--- src/hw/rtl/life_grid_generation_engine_core_defines.svh ---
// Assertion macros shared by the life grid engine RTL.
`ifndef LIFE_GRID_GENERATION_ENGINE_CORE_DEFINES_SVH
`define LIFE_GRID_GENERATION_ENGINE_CORE_DEFINES_SVH

`ifndef SYNTHESIS

// Checks that the consequent holds in the same cycle as the antecedent.
`define LGGE_ASSERT_IMP(label, ante, cons, msg) \
    label: assert property (@(posedge i_clk) disable iff (!i_rst_n) (ante) |-> (cons)) \
        else $error(msg);

// Checks that the consequent holds in the cycle after the antecedent.
`define LGGE_ASSERT_NXT(label, ante, cons, msg) \
    label: assert property (@(posedge i_clk) disable iff (!i_rst_n) (ante) |=> (cons)) \
        else $error(msg);

`else

`define LGGE_ASSERT_IMP(label, ante, cons, msg)
`define LGGE_ASSERT_NXT(label, ante, cons, msg)

`endif

`endif

--- src/hw/rtl/lgge_pkg.sv ---
// Shared types, constants and helper functions of the life grid engine.
`timescale 1ns / 1ps

package lgge_pkg;

    // Field widths.
    localparam int ROW_W     = 32;
    localparam int ROW_IDX_W = 5;
    localparam int GS_W      = 6;
    localparam int GEN_W     = 16;
    localparam int CFG_IDX_W = 1;
    localparam int CFG_W     = 16;

    // Default maximum grid depth.
    localparam int LGGE_MAX_SIZE = 32;

    // Configuration register indexes.
    localparam logic [CFG_IDX_W-1:0] REG_GRID_SIZE = 1'b0;
    localparam logic [CFG_IDX_W-1:0] REG_GEN_COUNT = 1'b1;

    // Reset values of the configuration registers.
    localparam logic [GS_W-1:0]  GRID_SIZE_RST = 6'd8;
    localparam logic [GEN_W-1:0] GEN_COUNT_RST = 16'd1;

    typedef logic [ROW_W-1:0] t_row;

    // Grid size in use: zero counts as one, large values saturate at the cap.
    function automatic logic [GS_W-1:0] f_active_size(input logic [GS_W-1:0] gs,
                                                      input logic [GS_W-1:0] cap);
        logic [GS_W-1:0] n;
        if (gs == '0) begin
            n = 6'd1;
        end else if (gs > cap) begin
            n = cap;
        end else begin
            n = gs;
        end
        return n;
    endfunction

    // Mask with the low n column bits set.
    function automatic t_row f_col_mask(input logic [GS_W-1:0] n);
        logic [ROW_W:0] wide;
        wide = ((ROW_W+1)'(1) << n) - (ROW_W+1)'(1);
        return wide[ROW_W-1:0];
    endfunction

endpackage

--- src/hw/rtl/lgge_ram.sv ---
// Generic single write port RAM with a registered read port.
`timescale 1ns / 1ps

module lgge_ram #(
    parameter int WIDTH = 32,
    parameter int DEPTH = 32
) (
    input  logic                     i_clk,
    input  logic                     i_we,
    input  logic [$clog2(DEPTH)-1:0] i_waddr,
    input  logic [WIDTH-1:0]         i_wdata,
    input  logic [$clog2(DEPTH)-1:0] i_raddr,
    output logic [WIDTH-1:0]         o_rdata
);

    logic [WIDTH-1:0] r_mem [DEPTH];
    logic [WIDTH-1:0] r_rdata;

    // Write port.
    always_ff @(posedge i_clk) begin
        if (i_we) begin
            r_mem[i_waddr] <= i_wdata;
        end
    end

    // Registered read port.
    always_ff @(posedge i_clk) begin
        r_rdata <= r_mem[i_raddr];
    end

    assign o_rdata = r_rdata;

endmodule

--- src/hw/rtl/lgge_row_unit.sv ---
// Row update unit: applies the B3/S23 rule to one row from its neighbor rows.
`timescale 1ns / 1ps

module lgge_row_unit
    import lgge_pkg::*;
(
    input  t_row i_up,
    input  t_row i_mid,
    input  t_row i_dn,
    input  t_row i_mask,
    output t_row o_next
);

    // Per-column neighbor count as three bit planes, counted modulo eight.
    always_comb begin
        t_row planes [8];
        t_row s0;
        t_row s1;
        t_row s2;
        t_row c0;
        t_row c1;
        planes[0] = (i_up << 1) & i_mask;
        planes[1] = i_up;
        planes[2] = i_up >> 1;
        planes[3] = (i_mid << 1) & i_mask;
        planes[4] = i_mid >> 1;
        planes[5] = (i_dn << 1) & i_mask;
        planes[6] = i_dn;
        planes[7] = i_dn >> 1;
        s0 = '0;
        s1 = '0;
        s2 = '0;
        for (int k = 0; k < 8; k++) begin
            c0 = s0 & planes[k];
            s0 = s0 ^ planes[k];
            c1 = s1 & c0;
            s1 = s1 ^ c0;
            s2 = s2 ^ c1;
        end
        // Three neighbors give birth, two keep the current cell.
        o_next = s1 & ~s2 & (s0 | i_mid) & i_mask;
    end

endmodule

--- src/hw/rtl/life_grid_generation_engine_core.sv ---
// Top level of the life grid engine: row load, generation sweeps and row output.
//
//  Channel  | Direction | Handshake                       | Payload
//  ---------+-----------+---------------------------------+---------------------------------
//  config   | in        | i_cfg_we                        | i_cfg_index, i_cfg_data
//  row in   | in        | i_in_valid / o_in_stall         | i_row_cells
//  row out  | out       | o_out_valid / i_out_stall       | o_result_cells, o_result_row,
//           |           |                                 | o_last_row
//
// Rows load while the block is idle; the grid memory port takes one write a cycle.
// Each generation is a sweep over the n rows in use through the shared row unit,
// reading one row a cycle from one grid bank and writing the new row into the other bank.
// Each result row is read from memory, then presented and held through any output stall.
// Reset is synchronous and needs no clearing pass; grid contents are not reset.
// The input is stalled from the last row of a grid until its last result row is taken.
`timescale 1ns / 1ps
`include "life_grid_generation_engine_core_defines.svh"

module life_grid_generation_engine_core
    import lgge_pkg::*;
#(
    parameter int MAX_SIZE = LGGE_MAX_SIZE
) (
    input  logic                 i_clk,
    input  logic                 i_rst_n,
    // Configuration port
    input  logic                 i_cfg_we,
    input  logic [CFG_IDX_W-1:0] i_cfg_index,
    input  logic [CFG_W-1:0]     i_cfg_data,
    // Row input channel
    input  logic                 i_in_valid,
    output logic                 o_in_stall,
    input  logic [ROW_W-1:0]     i_row_cells,
    // Row output channel
    output logic                 o_out_valid,
    input  logic                 i_out_stall,
    output logic [ROW_W-1:0]     o_result_cells,
    output logic [ROW_IDX_W-1:0] o_result_row,
    output logic                 o_last_row
);

    localparam int ROW_CAP = (MAX_SIZE < ROW_W) ? MAX_SIZE : ROW_W;
    localparam int A_W     = $clog2(MAX_SIZE);
    localparam int CNT_W   = $clog2(ROW_CAP + 2);

    localparam logic [1:0] ST_IDLE = 2'd0;
    localparam logic [1:0] ST_GEN  = 2'd1;
    localparam logic [1:0] ST_OUT  = 2'd2;

    logic [1:0]       r_state, n_state;
    logic [GS_W-1:0]  r_grid_size;
    logic [GEN_W-1:0] r_gen_count;
    logic [GS_W-1:0]  r_rows, n_rows;
    logic [CNT_W-1:0] r_cnt, n_cnt;
    logic [GEN_W-1:0] r_gen, n_gen;
    logic             r_bank, n_bank;
    logic             r_out_valid, n_out_valid;
    t_row             r_up, n_up;
    t_row             r_mid, n_mid;

    logic [GS_W-1:0]  w_n;
    logic [CNT_W-1:0] w_n_cnt;
    t_row             w_mask;
    logic [GS_W-1:0]  w_load_idx;
    logic             w_load_last;
    logic             w_in_acc;
    logic             w_out_acc;
    logic             w_last;
    logic             w_gen_wr;
    logic             w_gen_end;
    t_row             w_q0, w_q1, w_rdata;
    t_row             w_row_in;
    t_row             w_next_row;
    logic             w_we0, w_we1;
    logic [A_W-1:0]   w_waddr, w_raddr;
    t_row             w_wdata;

    // Configuration registers.
    always_ff @(posedge i_clk) begin
        if (!i_rst_n) begin
            r_grid_size <= GRID_SIZE_RST;
            r_gen_count <= GEN_COUNT_RST;
        end else if (i_cfg_we) begin
            case (i_cfg_index)
                REG_GRID_SIZE: r_grid_size <= i_cfg_data[GS_W-1:0];
                REG_GEN_COUNT: r_gen_count <= i_cfg_data[GEN_W-1:0];
                default: ;
            endcase
        end
    end

    // Grid geometry and handshake decode.
    assign w_n         = f_active_size(r_grid_size, GS_W'(ROW_CAP));
    assign w_n_cnt     = CNT_W'(w_n);
    assign w_mask      = f_col_mask(w_n);
    assign w_load_idx  = (r_rows > w_n - 6'd1) ? (w_n - 6'd1) : r_rows;
    assign w_load_last = (w_load_idx == w_n - 6'd1);
    assign w_in_acc    = i_in_valid && (r_state == ST_IDLE);
    assign w_out_acc   = r_out_valid && !i_out_stall;
    assign w_last      = (r_cnt == w_n_cnt - CNT_W'(1));
    assign w_gen_wr    = (r_state == ST_GEN) && (r_cnt >= CNT_W'(2));
    assign w_gen_end   = (r_state == ST_GEN) && (r_cnt == w_n_cnt + CNT_W'(1));

    // Row window: the incoming row is valid for sweep steps 1 to n.
    assign w_rdata  = r_bank ? w_q1 : w_q0;
    assign w_row_in = ((r_cnt != '0) && (r_cnt <= w_n_cnt)) ? w_rdata : '0;

    lgge_row_unit u_row_unit (
        .i_up   (r_up),
        .i_mid  (r_mid),
        .i_dn   (w_row_in),
        .i_mask (w_mask),
        .o_next (w_next_row)
    );

    // Grid bank ports: loads write the current bank, sweeps write the other one.
    assign w_waddr = (r_state == ST_IDLE) ? A_W'(w_load_idx) : A_W'(r_cnt - CNT_W'(2));
    assign w_wdata = (r_state == ST_IDLE) ? (i_row_cells & w_mask) : w_next_row;
    assign w_we0   = (w_in_acc && !r_bank) || (w_gen_wr && r_bank);
    assign w_we1   = (w_in_acc && r_bank) || (w_gen_wr && !r_bank);

    always_comb begin
        if ((r_state == ST_GEN) && (r_cnt >= w_n_cnt)) begin
            w_raddr = '0;
        end else begin
            w_raddr = A_W'(r_cnt);
        end
    end

    lgge_ram #(
        .WIDTH (ROW_W),
        .DEPTH (MAX_SIZE)
    ) u_grid_bank0 (
        .i_clk   (i_clk),
        .i_we    (w_we0),
        .i_waddr (w_waddr),
        .i_wdata (w_wdata),
        .i_raddr (w_raddr),
        .o_rdata (w_q0)
    );

    lgge_ram #(
        .WIDTH (ROW_W),
        .DEPTH (MAX_SIZE)
    ) u_grid_bank1 (
        .i_clk   (i_clk),
        .i_we    (w_we1),
        .i_waddr (w_waddr),
        .i_wdata (w_wdata),
        .i_raddr (w_raddr),
        .o_rdata (w_q1)
    );

    // Sequencer: load rows, sweep generations, then present result rows.
    always_comb begin
        n_state     = r_state;
        n_rows      = r_rows;
        n_cnt       = r_cnt;
        n_gen       = r_gen;
        n_bank      = r_bank;
        n_out_valid = r_out_valid;
        n_up        = r_up;
        n_mid       = r_mid;
        case (r_state)
            ST_IDLE: begin
                if (w_in_acc) begin
                    if (w_load_last) begin
                        n_rows  = '0;
                        n_cnt   = '0;
                        n_gen   = '0;
                        n_up    = '0;
                        n_mid   = '0;
                        n_state = (r_gen_count == '0) ? ST_OUT : ST_GEN;
                    end else begin
                        n_rows = w_load_idx + 6'd1;
                    end
                end
            end
            ST_GEN: begin
                n_up  = r_mid;
                n_mid = w_row_in;
                n_cnt = r_cnt + CNT_W'(1);
                if (w_gen_end) begin
                    n_cnt  = '0;
                    n_up   = '0;
                    n_mid  = '0;
                    n_bank = !r_bank;
                    if (r_gen + 16'd1 == r_gen_count) begin
                        n_gen   = '0;
                        n_state = ST_OUT;
                    end else begin
                        n_gen = r_gen + 16'd1;
                    end
                end
            end
            ST_OUT: begin
                if (!r_out_valid) begin
                    n_out_valid = 1'b1;
                end else if (w_out_acc) begin
                    n_out_valid = 1'b0;
                    if (w_last) begin
                        n_cnt   = '0;
                        n_state = ST_IDLE;
                    end else begin
                        n_cnt = r_cnt + CNT_W'(1);
                    end
                end
            end
            default: begin
                n_state = ST_IDLE;
            end
        endcase
    end

    // Control registers.
    always_ff @(posedge i_clk) begin
        if (!i_rst_n) begin
            r_state     <= ST_IDLE;
            r_rows      <= '0;
            r_cnt       <= '0;
            r_gen       <= '0;
            r_bank      <= 1'b0;
            r_out_valid <= 1'b0;
        end else begin
            r_state     <= n_state;
            r_rows      <= n_rows;
            r_cnt       <= n_cnt;
            r_gen       <= n_gen;
            r_bank      <= n_bank;
            r_out_valid <= n_out_valid;
        end
    end

    // Row window registers.
    always_ff @(posedge i_clk) begin
        r_up  <= n_up;
        r_mid <= n_mid;
    end

    // Outputs.
    assign o_in_stall     = (r_state != ST_IDLE);
    assign o_out_valid    = r_out_valid;
    assign o_result_cells = w_rdata & w_mask;
    assign o_result_row   = ROW_IDX_W'(r_cnt);
    assign o_last_row     = w_last;

    // Assertions.
    `LGGE_ASSERT_IMP(a_out_valid_in_out, r_out_valid, r_state == ST_OUT, "result outside output phase")
    `LGGE_ASSERT_IMP(a_rows_below_cap, 1'b1, r_rows < GS_W'(ROW_CAP), "row count past grid limit")
    `LGGE_ASSERT_IMP(a_gen_in_range, r_state == ST_GEN, r_gen < r_gen_count, "generation count overrun")
    `LGGE_ASSERT_NXT(a_grid_done_busy, w_in_acc && w_load_last, r_state != ST_IDLE, "grid not processed")
    `LGGE_ASSERT_NXT(a_last_row_idle, w_out_acc && w_last, r_state == ST_IDLE && !r_out_valid, "no idle after last row")

endmodule

--- config.mk ---
export PLATFORM = sky130hd
export DESIGN_NAME = life_grid_generation_engine_core
export DESIGN_NICKNAME = d
export VERILOG_FILES = /design/src/hw/rtl/lgge_pkg.sv /design/src/hw/rtl/lgge_ram.sv /design/src/hw/rtl/lgge_row_unit.sv /design/src/hw/rtl/life_grid_generation_engine_core.sv
export VERILOG_INCLUDE_DIRS = /design/src /design/src/hw/rtl
export SDC_FILE = /design/constraint.sdc
export NUM_CORES = 2
export LEC_CHECK = 0
export BUFFER_PORTS_ARGS = -buffer_cell sky130_fd_sc_hd__buf_2
export CAP_MARGIN = 20
export CORE_MARGIN = 2
export CORE_UTILIZATION = 45
export CTS_CLUSTER_DIAMETER = 30
export DETAILED_ROUTE_END_ITERATION = 8
export GPL_ROUTABILITY_DRIVEN = 0
export PLACE_DENSITY = 0.59
export SLEW_MARGIN = 30
export SYNTH_ARGS = -nofsm -noshare
export SYNTH_HDL_FRONTEND = slang
export SYNTH_SLANG_ARGS = --single-unit
--- constraint.sdc ---
create_clock -name i_clk -period 14 [get_ports i_clk]
set_input_delay 1.4 -clock i_clk [delete_from_list [all_inputs] [get_ports i_clk]]
set_output_delay 1.4 -clock i_clk [all_outputs]
set_load 0.01 [all_outputs]
* Word level (Yosys, flattened, before mapping) *
Memory sizes are Yosys's and may differ from the RTL's. A register that Yosys moved wholly into a read port is not among the register bits.
Index checks and enable logic that the tools add are counted.

operators by class
  muxes and demuxes = 42
  shift-type cells = 1
  bitwise operators = 42
  $lt $le $gt $ge = 5
  add/sub/neg operators = 7
  equal/unequal tests = 13
  reduce and logical (&&, ||, !) cells = 29

operators with widths
  cell                   number
  $and 32x32->32         18
  $xor 32x32->32         15
  $mux 32                7
  $pmux 32 s2            2
  $and 32x31->32         3
  $xor 32x31->32         3
  $mux 16                4
  $mux 6                 10
  $not 32->32            1
  $or 32x32->32          1
  $pmux 16 s2            1
  $shl 1x6->32 const A   1
  $sub 32x2->32 const B  1
  $add 6x1->6 const B    3
  $eq 6x6->1             3
  $pmux 6 s3             1
  $add 16x1->16 const B  1
  $eq 16x16->1           1
  $logic_not 16->1       1
  $mux 2                 8
  $ne 2x2->1 const B     6
  $logic_and 1x1->1      10
  $mux 5                 2
  $reduce_and 2->1       4
  other kinds (24)       32

word-level totals
  bits of input ports = 54
  RAM bits = 2048
  output and inout bits = 40
  memories kept = 2
  word-level logic and storage cells = 151
  register bits after elaboration = 118

memory list
  name                words  width  rd ports  clocked after Yosys merged registers in  wr ports  RTL line        source
  u_grid_bank0.r_mem  32     32     1         1                                        1         lgge_ram.sv:16  logic [WIDTH-1:0] r_mem [DEPTH];
  u_grid_bank1.r_mem  32     32     1         1                                        1         lgge_ram.sv:16

* Depth between registers and ports, before layout *
  depth in word-level cells = 20
  depth in mapped cells = 29
  mapped depth without buffers = 26

* Modules after synthesis *
Synthesis repeated with hierarchy kept, for this count alone.

unflattened totals
  cells, all modules = 6230
  area, all modules = 97449.7 µm²

by module, submodules not included
  module                            cells an instance  sequential area each (µm²)  instances  area an instance (µm²)
  lgge_ram (u_grid_bank0)           2260               31390.1                     1          40487.6
  lgge_ram (u_grid_bank1)           2260               31390.1                     1          40485.1
  life_grid_generation_engine_core  1049               3002.9                      1          8530.7
  lgge_row_unit                     661                0.0                         1          7946.4

* Worst setup path after synthesis *
Ideal clock, no wire load.

  path kind = reg-to-reg
  start = reg r_grid_size[3]
  end = mem u_grid_bank0.r_mem[0][20], data pin
  arrival = 7.632 ns
  setup slack = 5.869 ns
  data required time = 13.501 ns
  setup time = 0.499 ns
  stages on the path, launching flop included = 29
  period minus slack after synthesis = 8.131 ns
  buffers on the path = 4
  cell sequence = dfxtp_1 -> buf_2 -> nor4_1 -> o21ai_0 -> ha_1 -> buf_2 -> clkbuf_1 -> clkbuf_1 -> nand2_1 -> ha_1 -> o41ai_1 -> nor2_1 -> nand2_1 -> mux2_2 -> a31oi_1 -> nor2b_1 -> fa_1 -> ha_1 -> fa_1 -> ha_1 -> ha_1 -> ha_1 -> ha_1 -> xnor2_1 -> xnor2_1 -> xnor2_1 -> nor3_1 -> a21oi_1 -> nor2_1

between the ends
  cells in the longest elaborated chain, start to end = 20
  elaborated cells on any way between the ends = 50
  classes of those cells = add/sub: 1; order compare: 2; shift: 1; mux: 4; bitwise: 40; reduce/logical: 2

RTL lines
  item                                                        RTL line                                  source
  from (decl)                                                 life_grid_generation_engine_core.sv:51    logic [GS_W-1:0] r_grid_size;
  from (signal assigned)                                      life_grid_generation_engine_core.sv:85    REG_GRID_SIZE: r_grid_size <= i_cfg_data[GS_W-1:0];
  $gt 6x6->1                                                  lgge_pkg.sv:33                            end else if (gs > cap) begin
  $mux 6                                                      lgge_pkg.sv:33
  $mux 6 (*)                                                  lgge_pkg.sv:31                            if (gs == '0) begin
  $shl 1x6->32                                                lgge_pkg.sv:44                            wide = ((ROW_W+1)'(1) << n) - (ROW_W+1)'(1);
  $sub 32x2->32                                               lgge_pkg.sv:44
  $and 32x32->32                                              lgge_row_unit.sv:22                       planes[0] = (i_up << 1) & i_mask;
  $xor 32x32->32                                              lgge_row_unit.sv:35                       s0 = s0 ^ planes[k];
  $and 32x31->32 or $xor 32x31->32 (tied branches)            lgge_row_unit.sv:34, lgge_row_unit.sv:35
  $xor 32x32->32, or another cell as far along                lgge_row_unit.sv:37                       s1 = s1 ^ c0;
  $and 32x32->32, or another cell as far along                lgge_row_unit.sv:36                       c1 = s1 & c0;
  $xor 32x32->32, or another cell as far along (3 in series)  lgge_row_unit.sv:38                       s2 = s2 ^ c1;
  $xor 32x32->32 or $and 32x32->32 (tied branches)            lgge_row_unit.sv:38, lgge_row_unit.sv:36
  $xor 32x32->32                                              lgge_row_unit.sv:38
  $not 32->32                                                 lgge_row_unit.sv:41                       o_next = s1 & ~s2 & (s0 | i_mid) & i_mask;
  $and 32x32->32 (3 in series)                                lgge_row_unit.sv:41
  $mux 32 (*)                                                 life_grid_generation_engine_core.sv:118   assign w_wdata = (r_state == ST_IDLE) ? (i_row_cells & w_mask) : w_next_row;
  via u_grid_bank0.i_wdata[20]                                lgge_ram.sv:11                            input logic [WIDTH-1:0] i_wdata,
  to (decl)                                                   lgge_ram.sv:16

Mark *: on every way through the listed nets, which the timed path passes. The rest lies on a longest branch.

* Worst setup path after layout *
  start = reg r_grid_size[5]
  end = mem u_grid_bank0.r_mem[10][30], data pin

The elaborated chain is that of the path after synthesis.

==> results.md <==
* Status: finished clean
* Synthesized area per cell at 14.6 um2
* Die W at 468 um
* Total congestion overflow at 0
* Root buf cell: clkbuf_16
* Endpoints failing setup at 0
* Setup bufs post-CTS at 0
* VDD IR-drop max at 0.000124 V
* Maximum number of pins on one net before global-route repair at 122
* Warnings, synthesis at 0
* CP startpoint kind: flop
* Compound-Gate Fraction of Synth Area at 9.71%
* CTS HTree Levels at 5
* Area share of fa/ha/maj cells after synthesis at 6.10%
* Rows at 170
* Simple-Gate Fraction of Synth Area at 6.43%
* Die Span Y at 468 um
* Ys async rst share at 0%
* Main combinational cell family by area after synthesis: compound AO/OA/AOI/OAI gates
* TritonCTS buffer count at 456
* Fin Setup TNS at 0 ns
* Drt wl/cell at 30.4 um
* Internal power at 16.0 mW
* Area delta synth->final at 21.3%
* CTS tree: yes
* Core area at 214,000 um2
* Power Density at 183 nW/um2
* Clock share of power at 50.8%
* Hold Crit Class: flop to flop
* Worst slew pin tran at 1.04 ns
* Port Buf Inserts at 93
* Register Area at 65,800 um2
* WP data arrival at 9.57 ns
* CP endpoint kind: flop
* Mux cell area share after synthesis at 6.23%
* MaxCap Viol Count at 0
* Clock slew at reported path FFs at 0.05 ns
* Starting density of the core at 45.3%
* Final Slew Violations at 0
* Dominant synthesized flop cell: edfxtp_1
* Iter 0 DRT Violations at 6,660
* First-pass GRT wire length at 440 mm
* Vias in the first global route at 61,700
* Post-DP HPWL at 168 mm
* EDFF count, synth at 2,112
* Tot GR Track Use at 27.9%
* Hold slack at 0.487 ns
* Final Hold Fails at 0
* Synthesized flop and latch total at 2,230
* XOR/XNOR Fraction of Synth Area at 1.57%
* Post-DR vias/cell at 6.14
* Rel. slew slack at 30.4%
* Final clock skew at 0.103 ns
* Fin crit share at 63.7%
* Fill cells at 17,200
* Routed via count at 62,700
* Post-Synthesis Cells at 6,665
* I/O Pins at 94
* Clk buf depth at 4
* Switching share of total power at 25.6%
* Final min period at 8.92 ns
* Post_cts resized at 0
* Seq/Total Area, Yosys at 67.8%
* DRC errors left at 0
* Core Util, Final at 54.9%
* Initial antenna violation count at 24
* Clk_lat worst skew at 0.99 ns
* Worst-path maximum fanout at 64
* Area of the multi-input gates at 30,200 um2
* Leak pwr at 39.9 nW
* Reg power frac at 38.1%
* WP data required at 14.65 ns
* FMAX at 0.112 GHz
* Final ANT Viol Nets at 0
* Mapped cell area at 97,000 um2
* Die area at 219,000 um2
* First-pass DRT Iterations at 6
* WL final at 311 mm
* Nets at 7,484
* Layout cells sized above 1 at 18.5%
* Sw Pwr at 5.50 mW
* Syn nets at 7,154
* Crit Path Category: flop to flop
* Yosys cell types at 96
* Clock sink count at 2,230
* Combinational share of power at 11.1%
* Cts hold-fix bufs at 0
* Unrepaired setup endpoints after global routing: no
==> power groups by stage <==
| stage | registers, mW | logic, mW | clock network [mW] |
|---|---|---|---|
| 2_1_floorplan | 8.21 | 1.20 | 0 |
| 3_3_place_gp | 8.29 | 2.30 | 0 |
| 3_5_place_dp | 8.30 | 2.37 | 0 |
| 4_1_cts | 8.18 | 2.38 | 11.0 |
| 5_1_grt | 8.19 | 2.58 | 11.3 |
| 6_report | 8.19 | 2.38 | 10.9 |
==> path summary, 6_finish.rpt <==
path                                     start                         end  slack [ns]  cells past startpoint
worst min register to register     o_out_valid                 o_out_valid        0.49                      1
worst max-delay path            r_grid_size[5]  u_grid_bank0.r_mem[10][30]        5.08                     27
worst max register to register  r_grid_size[5]  u_grid_bank0.r_mem[10][30]        5.08                     27
worst min-delay path               o_out_valid                 o_out_valid        0.49                      1
==> synthesized netlist by cell type (42+ instances only) <==
cell,number,area [um2]
a21oi_1,454,2270
nor3_1,64,320
inv_1,108,405
mux2_2,54,608
mux2i_1,426,4260
a211oi_1,124,931
and3_1,52,325
buf_1,77,289
nand3_1,73,365
o21ai_0,185,926
dfxtp_1,118,2360
mux4_2,52,1170
nor2b_1,42,263
o311ai_0,52,455
buf_2,50,250
nor2_1,402,1510
xnor2_1,148,1300
a221oi_1,128,1120
ha_1,371,4640
and2_1,93,582
fa_1,64,1280
nand2_1,505,1900
edfxtp_1,2112,63400
o22ai_1,92,576
clkbuf_1,283,1060
==> through the flow <==
step | instance area, um2 | power, mW | setup slack [ns] | instances
global placement | 102000 | 10.6 | 5.30 | 9375
detailed placement | 102000 | 10.7 | 5.25 | 9375
floorplan | 97000 | 9.40 | 5.87 | 6665
finish | 118000 | 21.5 | 5.08 | 10200
global route | 118000 | 22.1 | 4.55 | 10200
CTS | 118000 | 21.6 | 5.22 | 10200
==> registers in the layout (all words and copies together) (netlist names) <==
register,count
u_grid_bank0.r_mem,1024
u_grid_bank1.r_mem,1024
r_mid,32
r_up,32
u_grid_bank0.o_rdata,32
u_grid_bank1.o_rdata,32
r_gen,16
r_gen_count,16
r_cnt,6
r_grid_size,6
r_rows,6
r_state,2
o_out_valid,1
r_bank,1
==> cell families (layout without fill, tap and decap cells) <==
family          after synthesis  after routing
compound gates             1395           1395
xor+xnor                    172            172
fa+ha+maj                   435            435
buf+inv                     530           1239
flops                      2230           2230
mux                         532            532
other cells                   1              7
simple gates               1370           1370
==> layout by cell type (no fill, tap or decap), types with 32 or more instances in the layout <==
cell type   count
a211oi_1      124
a21oi_1       447
a221oi_1      128
and2_1         92
and3_1         52
buf_2          93
buf_4         185
bufinv_16      70
clkbuf_1       46
clkbuf_16     464
clkinv_1       56
clkinv_2       75
clkinv_4       33
clkinvlp_4     52
dfxtp_1       115
edfxtp_1     2112
fa_1           64
ha_1          369
inv_1         107
mux2_2         54
mux2i_1       425
mux4_2         52
nand2_1       497
nand3_1        73
nor2_1        300
nor2_4         96
nor2b_1        42
nor3_1         64
o211ai_1       39
o21ai_0       184
o221a_2        32
o22ai_1        91
o311ai_0       51
o31ai_1        34
or2_2          33
xnor2_1       148
==> per-layer routing <==
| metal | vias to the layer above | share of wire [%] | track usage (%) |
|---|---|---|---|
| li1 | 26600 | - | - |
| met5 | - | 0.010 | 0 |
| met3 | 651 | 9.5 | 5.59 |
| met1 | 32200 | 40 | 37.6 |
| met2 | 3250 | 46 | 43.8 |
| met4 | 4 | 4.8 | 13.0 |
==> worst max-delay path, stage by stage, from the launching register on <==
cell and delay [ns]:
dfxtp_1 0.72, clkinv_1 0.43, o21ai_0 0.36, inv_1 0.23, ha_1 0.28, ha_1 0.49, nor3_1 0.49, o22ai_1 0.22
nor2_1 0.37, and2_1 0.26, o211ai_1 0.15, nand2b_1 0.19, a41oi_1 0.59, nor2b_1 0.16, fa_1 0.46, ha_1 0.21
fa_1 0.55, ha_1 0.23, ha_1 0.28, ha_1 0.28, ha_1 0.20, xnor2_1 0.13, xnor2_1 0.18, xnor2_1 0.08
nor3_1 0.19, a21oi_1 0.10, nor2_4 0.16, buf_4 0.57
==> layout make-up <==
type / count / area share (%)
antenna: 6 / 0.0128
clock inverter: 308 / 3.07
tap: 2838 / 3.02
sequential: 2230 / 55.9
clock buffer: 529 / 10.2
timing repair buffer: 289 / 1.76
multi-input combinational: 3905 / 25.6
inverter: 113 / 0.364
Power figures use the tool's default switching activity.
